**src/design/ppsb_pkg.sv**
```systemverilog
package ppsb_pkg;

  // Fixed port widths of the block
  localparam int unsigned FIELD_W = 16;
  localparam int unsigned PROD_W  = 36;
  localparam int unsigned POS_W   = 5;

  typedef enum logic [0:0] {
    ST_LOAD,
    ST_RUN
  } ppsb_state_e;

  // Control broadcast from the sequencer to every cell
  typedef struct packed {
    logic load;  // write the selected cell with the incoming pair
    logic clr;   // zero the product and partial-sum registers
    logic adv;   // advance the chain by one step
  } ppsb_ctrl_t;

endpackage

```
**src/design/ppsb_cell.sv**
```systemverilog
module ppsb_cell
  import ppsb_pkg::*;
#(
  parameter int unsigned COEFF_BITS = 16
) (
  input  logic                          clk_i,
  input  ppsb_ctrl_t                    ctrl_i,
  input  logic                          sel_i,
  input  logic                          active_i,
  input  logic signed [COEFF_BITS-1:0]  a_i,
  input  logic signed [COEFF_BITS-1:0]  b_i,
  input  logic signed [COEFF_BITS-1:0]  x_i,
  input  logic signed [COEFF_BITS-1:0]  b_nbr_i,
  output logic signed [COEFF_BITS-1:0]  b_o,
  input  logic signed [PROD_W-1:0]      sum_nbr_i,
  output logic signed [PROD_W-1:0]      sum_o
);

  localparam int unsigned MUL_W = 2 * COEFF_BITS;

  logic signed [COEFF_BITS-1:0] a_q;
  logic signed [COEFF_BITS-1:0] b_q;
  logic signed [MUL_W-1:0]      mul;
  logic signed [PROD_W-1:0]     mul_ext;
  logic signed [PROD_W-1:0]     prod_d, prod_q;
  logic signed [PROD_W-1:0]     sum_d, sum_q;

  assign mul = a_q * x_i;

  // Keep the product modulo 2^PROD_W
  if (MUL_W >= PROD_W) begin : g_trunc
    assign mul_ext = mul[PROD_W-1:0];
  end else begin : g_sext
    assign mul_ext = {{(PROD_W - MUL_W){mul[MUL_W-1]}}, mul};
  end

  // Drop the contribution of cells past the loaded length
  assign prod_d = active_i ? mul_ext : '0;
  assign sum_d  = prod_q + sum_nbr_i;

  assign b_o   = active_i ? b_q : '0;
  assign sum_o = sum_q;

  always_ff @(posedge clk_i) begin
    if (ctrl_i.load && sel_i) begin
      a_q <= a_i;
      b_q <= b_i;
    end else if (ctrl_i.adv) begin
      b_q <= b_nbr_i;
    end
  end

  always_ff @(posedge clk_i) begin
    if (ctrl_i.clr) begin
      prod_q <= '0;
      sum_q  <= '0;
    end else if (ctrl_i.adv) begin
      prod_q <= prod_d;
      sum_q  <= sum_d;
    end
  end

endmodule

```
**config.mk**
```make
export PLATFORM = sky130hd
export DESIGN_NAME = ppsb_cell
export DESIGN_NICKNAME = d
export VERILOG_FILES = /design/src/design/ppsb_pkg.sv /design/src/design/ppsb_cell.sv
export SDC_FILE = /design/constraint.sdc
export NUM_CORES = 1
export LEC_CHECK = 0
export BUFFER_PORTS_ARGS = -buffer_cell sky130_fd_sc_hd__buf_2
export CORE_AREA = 3 3 229 231
export DETAILED_ROUTE_END_ITERATION = 8
export DIE_AREA = 0 0 232 234
export GPL_TIMING_DRIVEN = 0
export PLACE_DENSITY = 0.53
export SETUP_SLACK_MARGIN = 0.3
export SLEW_MARGIN = 20
export SYNTH_ARGS = -nofsm -noshare
export SYNTH_HDL_FRONTEND = slang
export SYNTH_SLANG_ARGS = --single-unit
```
**constraint.sdc**
```tcl
create_clock -name clk_i -period 7.5 [get_ports clk_i]
set_clock_uncertainty 0.1 [all_clocks]
set_input_delay 0.75 -clock clk_i [delete_from_list [all_inputs] [get_ports clk_i]]
set_output_delay 0.75 -clock clk_i [all_outputs]
set_load 0.01 [all_outputs]
```
==> metrics.csv <==
stage,metric,value,unit
yosys,synth-async-reset-ratio,0,
floorplanning,die_area,54300,µm²
place,port_buffers,156,
cts,path_clk_slew,0.07,ns
sta,report.final.slew_viol_count,0,
critical_path,setup.worst_path.start_class,input pin,
sta,max_slew.worst_pin.slew,0.877,ns
sta,fin_setup_tns,0,ns
yosys,post_synth_instance_area,15100,µm²
critical_path,timing.critical_path.required,7.64,ns
global_route,antenna_found_initial,1,
drt,wirelength,42700,µm
place,dp.final_hpwl,36800,µm
cts,tritoncts_sink_count,100,
cts,worst_skew_pair.late_latency,0.37,ns
sta,setup_violations,0,
sta,timing.final.crit_share,0.918,
final_layout,area_growth,12.8,%
yosys,syn-mean-instance-area,9.24,µm²
drt,drt_iter0_markers,572,
drt,routed-via-count,11800,
yosys,postSynthRegisterBits,100,
floorplanning,floorplan.initialDensity,0.301,
yosys,synth_largest_area_cell,fa_1,
cts,cts_tree,yes,
global_route,met3_usage,0.0292,
global_route,global_route.usage.met2,0.279,
worst_hold_path,hp-class,flop to flop,
status,run_status,finished clean,
place,gp_congestion,0.894,
yosys,synth.yosys.seq_area_share,0.153,
critical_path,arrival_worst_endpoint,7.02,ns
cts,clock_path_buffers,2,
final_layout,drive_above_1_share,0.120,
drt,drt-pass1-iter-count,5,
final_layout,final_net_count,2293,
flow_run,max_cap_viol_count,0,
global_route,largest_net_degree_at_the_start_of_global_routing,18,
critical_path,endpoint_kind,flop,
global_route,track_usage,0.162,
sta,relSlewSlack,0.415,
yosys,postSynth.topFlopCell,dfxtp_1,
floorplanning,coreArea,50300,µm²
yosys,synth_common_cells,"inv_1, fa_1, nand2_1, and2_1, ha_1",
final_layout,antenna-diode-count,0,
global_route,globalRoute.busiestLayer,met2,
critical_path,crit_path_max_fanout,10,
yosys,synth-warning-count,0,
yosys,number_of_enable_type_register_cells_in_the_synthesized_netlist,32,
yosys,syn_nets,2124,
cts,holdBufCountCts,0,
cts,cts_made_buffers,9,
critical_path,setup.reg_to_reg.worst_slack,0.64,ns
floorplanning,fp.dieW,232,µm
global_route,grt.overflow.total,0,
yosys,ys_top_cells_by_area,"fa_1, ha_1, dfxtp_1",
floorplanning,ioPinCount,158,
drt,ant_nets,0,
yosys,synth.distinct_cells,71,
critical_path,criticalPathCategory,input pin to flop,
sta,post_route_minimum_period,6.88,ns
drt,via_per_inst,4.75,
drt,routedWlPerCell,17.2,µm
yosys,synthCells,1638,
sta,rsz_0062_raised_after_global_routing,false,
cts,h-tree-depth,3,
global_route,grt_first_pass_wirelength,68100,µm
floorplanning,die_height,234,µm
yosys,synthMostInstantiatedCell,inv_1,
cts,cts.root.buffer_cell,clkbuf_16,
sta,max_freq,145,MHz
drt,drc,0,
sta,timing_hold_violations_final,0,
global_route,grt.met1_usage,0.216,
yosys,yosys.area.top_type_share,0.348,
floorplanning,row_count,82,
global_route,first_global_vias,12400,
-- placed cells by master, fill, tap and decap left out, types with 14 or more instances in the layout --
master | netlist | layout
and2_1 | 140 | 140
xnor2_1 | 36 | 36
buf_2 | 0 | 156
clkbuf_1 | 50 | 37
fa_1 | 263 | 262
inv_1 | 307 | 307
ha_1 | 117 | 117
edfxtp_1 | 32 | 32
dfxtp_1 | 68 | 68
mux2i_1 | 20 | 20
mux2_2 | 16 | 16
a21oi_1 | 57 | 57
o21a_1 | 15 | 15
a211oi_1 | 14 | 14
nor2_1 | 87 | 87
xor2_1 | 14 | 14
a22oi_1 | 14 | 14
o21ai_0 | 42 | 42
nand3_1 | 17 | 17
nor3_1 | 15 | 15
nand2_1 | 173 | 173
-- layout make-up --
| cell class | instances | area (µm²) |
|---|---|---|
| inverters | 307 | 1150 |
| clock inverters | 7 | 51.3 |
| flip-flops and latches | 100 | 2320 |
| repair buffers | 158 | 796 |
| fillers | 5327 | 33200 |
| plain buffers | 56 | 230 |
| multi-input cells | 1175 | 11400 |
| clock buffers | 9 | 225 |
| well taps | 672 | 841 |
-- layer usage --
metal | routed length [µm] | part of all wire | vias up
li1 | - | - | 5524
met2 | 21400 | 0.50 | 208
met1 | 18900 | 0.44 | 6046
met3 | 1930 | 0.045 | 30
met4 | 481 | 0.011 | 0
met5 | 0 | 0 | -
-- through the flow --
| stage | hold WS (ns) | worst slack [ns] | utilization | cell area, µm² | std cells |
|---|---|---|---|---|---|
| finish | 0.361 | 0.616 | 0.339 | 17100 | 2484 |
| global route | 0.397 | 0.301 | 0.339 | 17100 | 2484 |
| CTS | 0.366 | 0.331 | 0.339 | 17000 | 2482 |
| detailed placement | 0.341 | 0.0543 | 0.333 | 16800 | 2466 |
| global placement | 0.353 | 0.120 | 0.333 | 16800 | 2466 |
| floorplan | 0.329 | 1.11 | - | 15100 | 1638 |
-- path summary, 6_finish.rpt --
path | to | depth (start not counted) | start
worst max-delay path | prod_q[30] | 20 | x_i[1]
worst min-delay path | sum_o[25] | 2 | sum_o[25]
worst max register to register | prod_q[30] | 23 | a_q[6]
worst min register to register | sum_o[25] | 2 | sum_o[25]
-- flip-flops by register name, summed over array words and instances (netlist names) --
register,flops
a_q,16
b_q,16
prod_q,32
sum_o,36
-- repair_timing --
action | in CTS | in global routing
endpoints found under the setup margin | 0 | 11
gates resized for setup | 0 | 27
setup buffers | 0 | 2
-- worst max-delay path, stage by stage --
cell and delay (ns):
buf_2 0.13, clkbuf_1 0.43, nand2_1 0.19, inv_1 0.16
fa_1 0.55, fa_2 0.81, fa_1 0.50, fa_1 0.50
fa_1 0.49, inv_1 0.05, fa_1 0.47, inv_1 0.04
ha_1 0.38, nand2_1 0.13, nor4_1 0.48, inv_1 0.08
o221ai_1 0.34, o22a_1 0.20, mux2i_1 0.21, o211ai_1 0.11
-- cells by family after synthesis --
group                    synth area share
buffers and inverters              0.0903
AND/OR/NAND/NOR                     0.159
AO/OA/AOI/OAI                      0.0985
adder cells (fa/ha/maj)             0.445
multiplexers                       0.0251
XOR/XNOR                           0.0289
flip-flops                          0.153
Power is left out: the tool's default activity adds up to more than one toggle a clock period on the data nets, which glitch-free logic cannot reach.
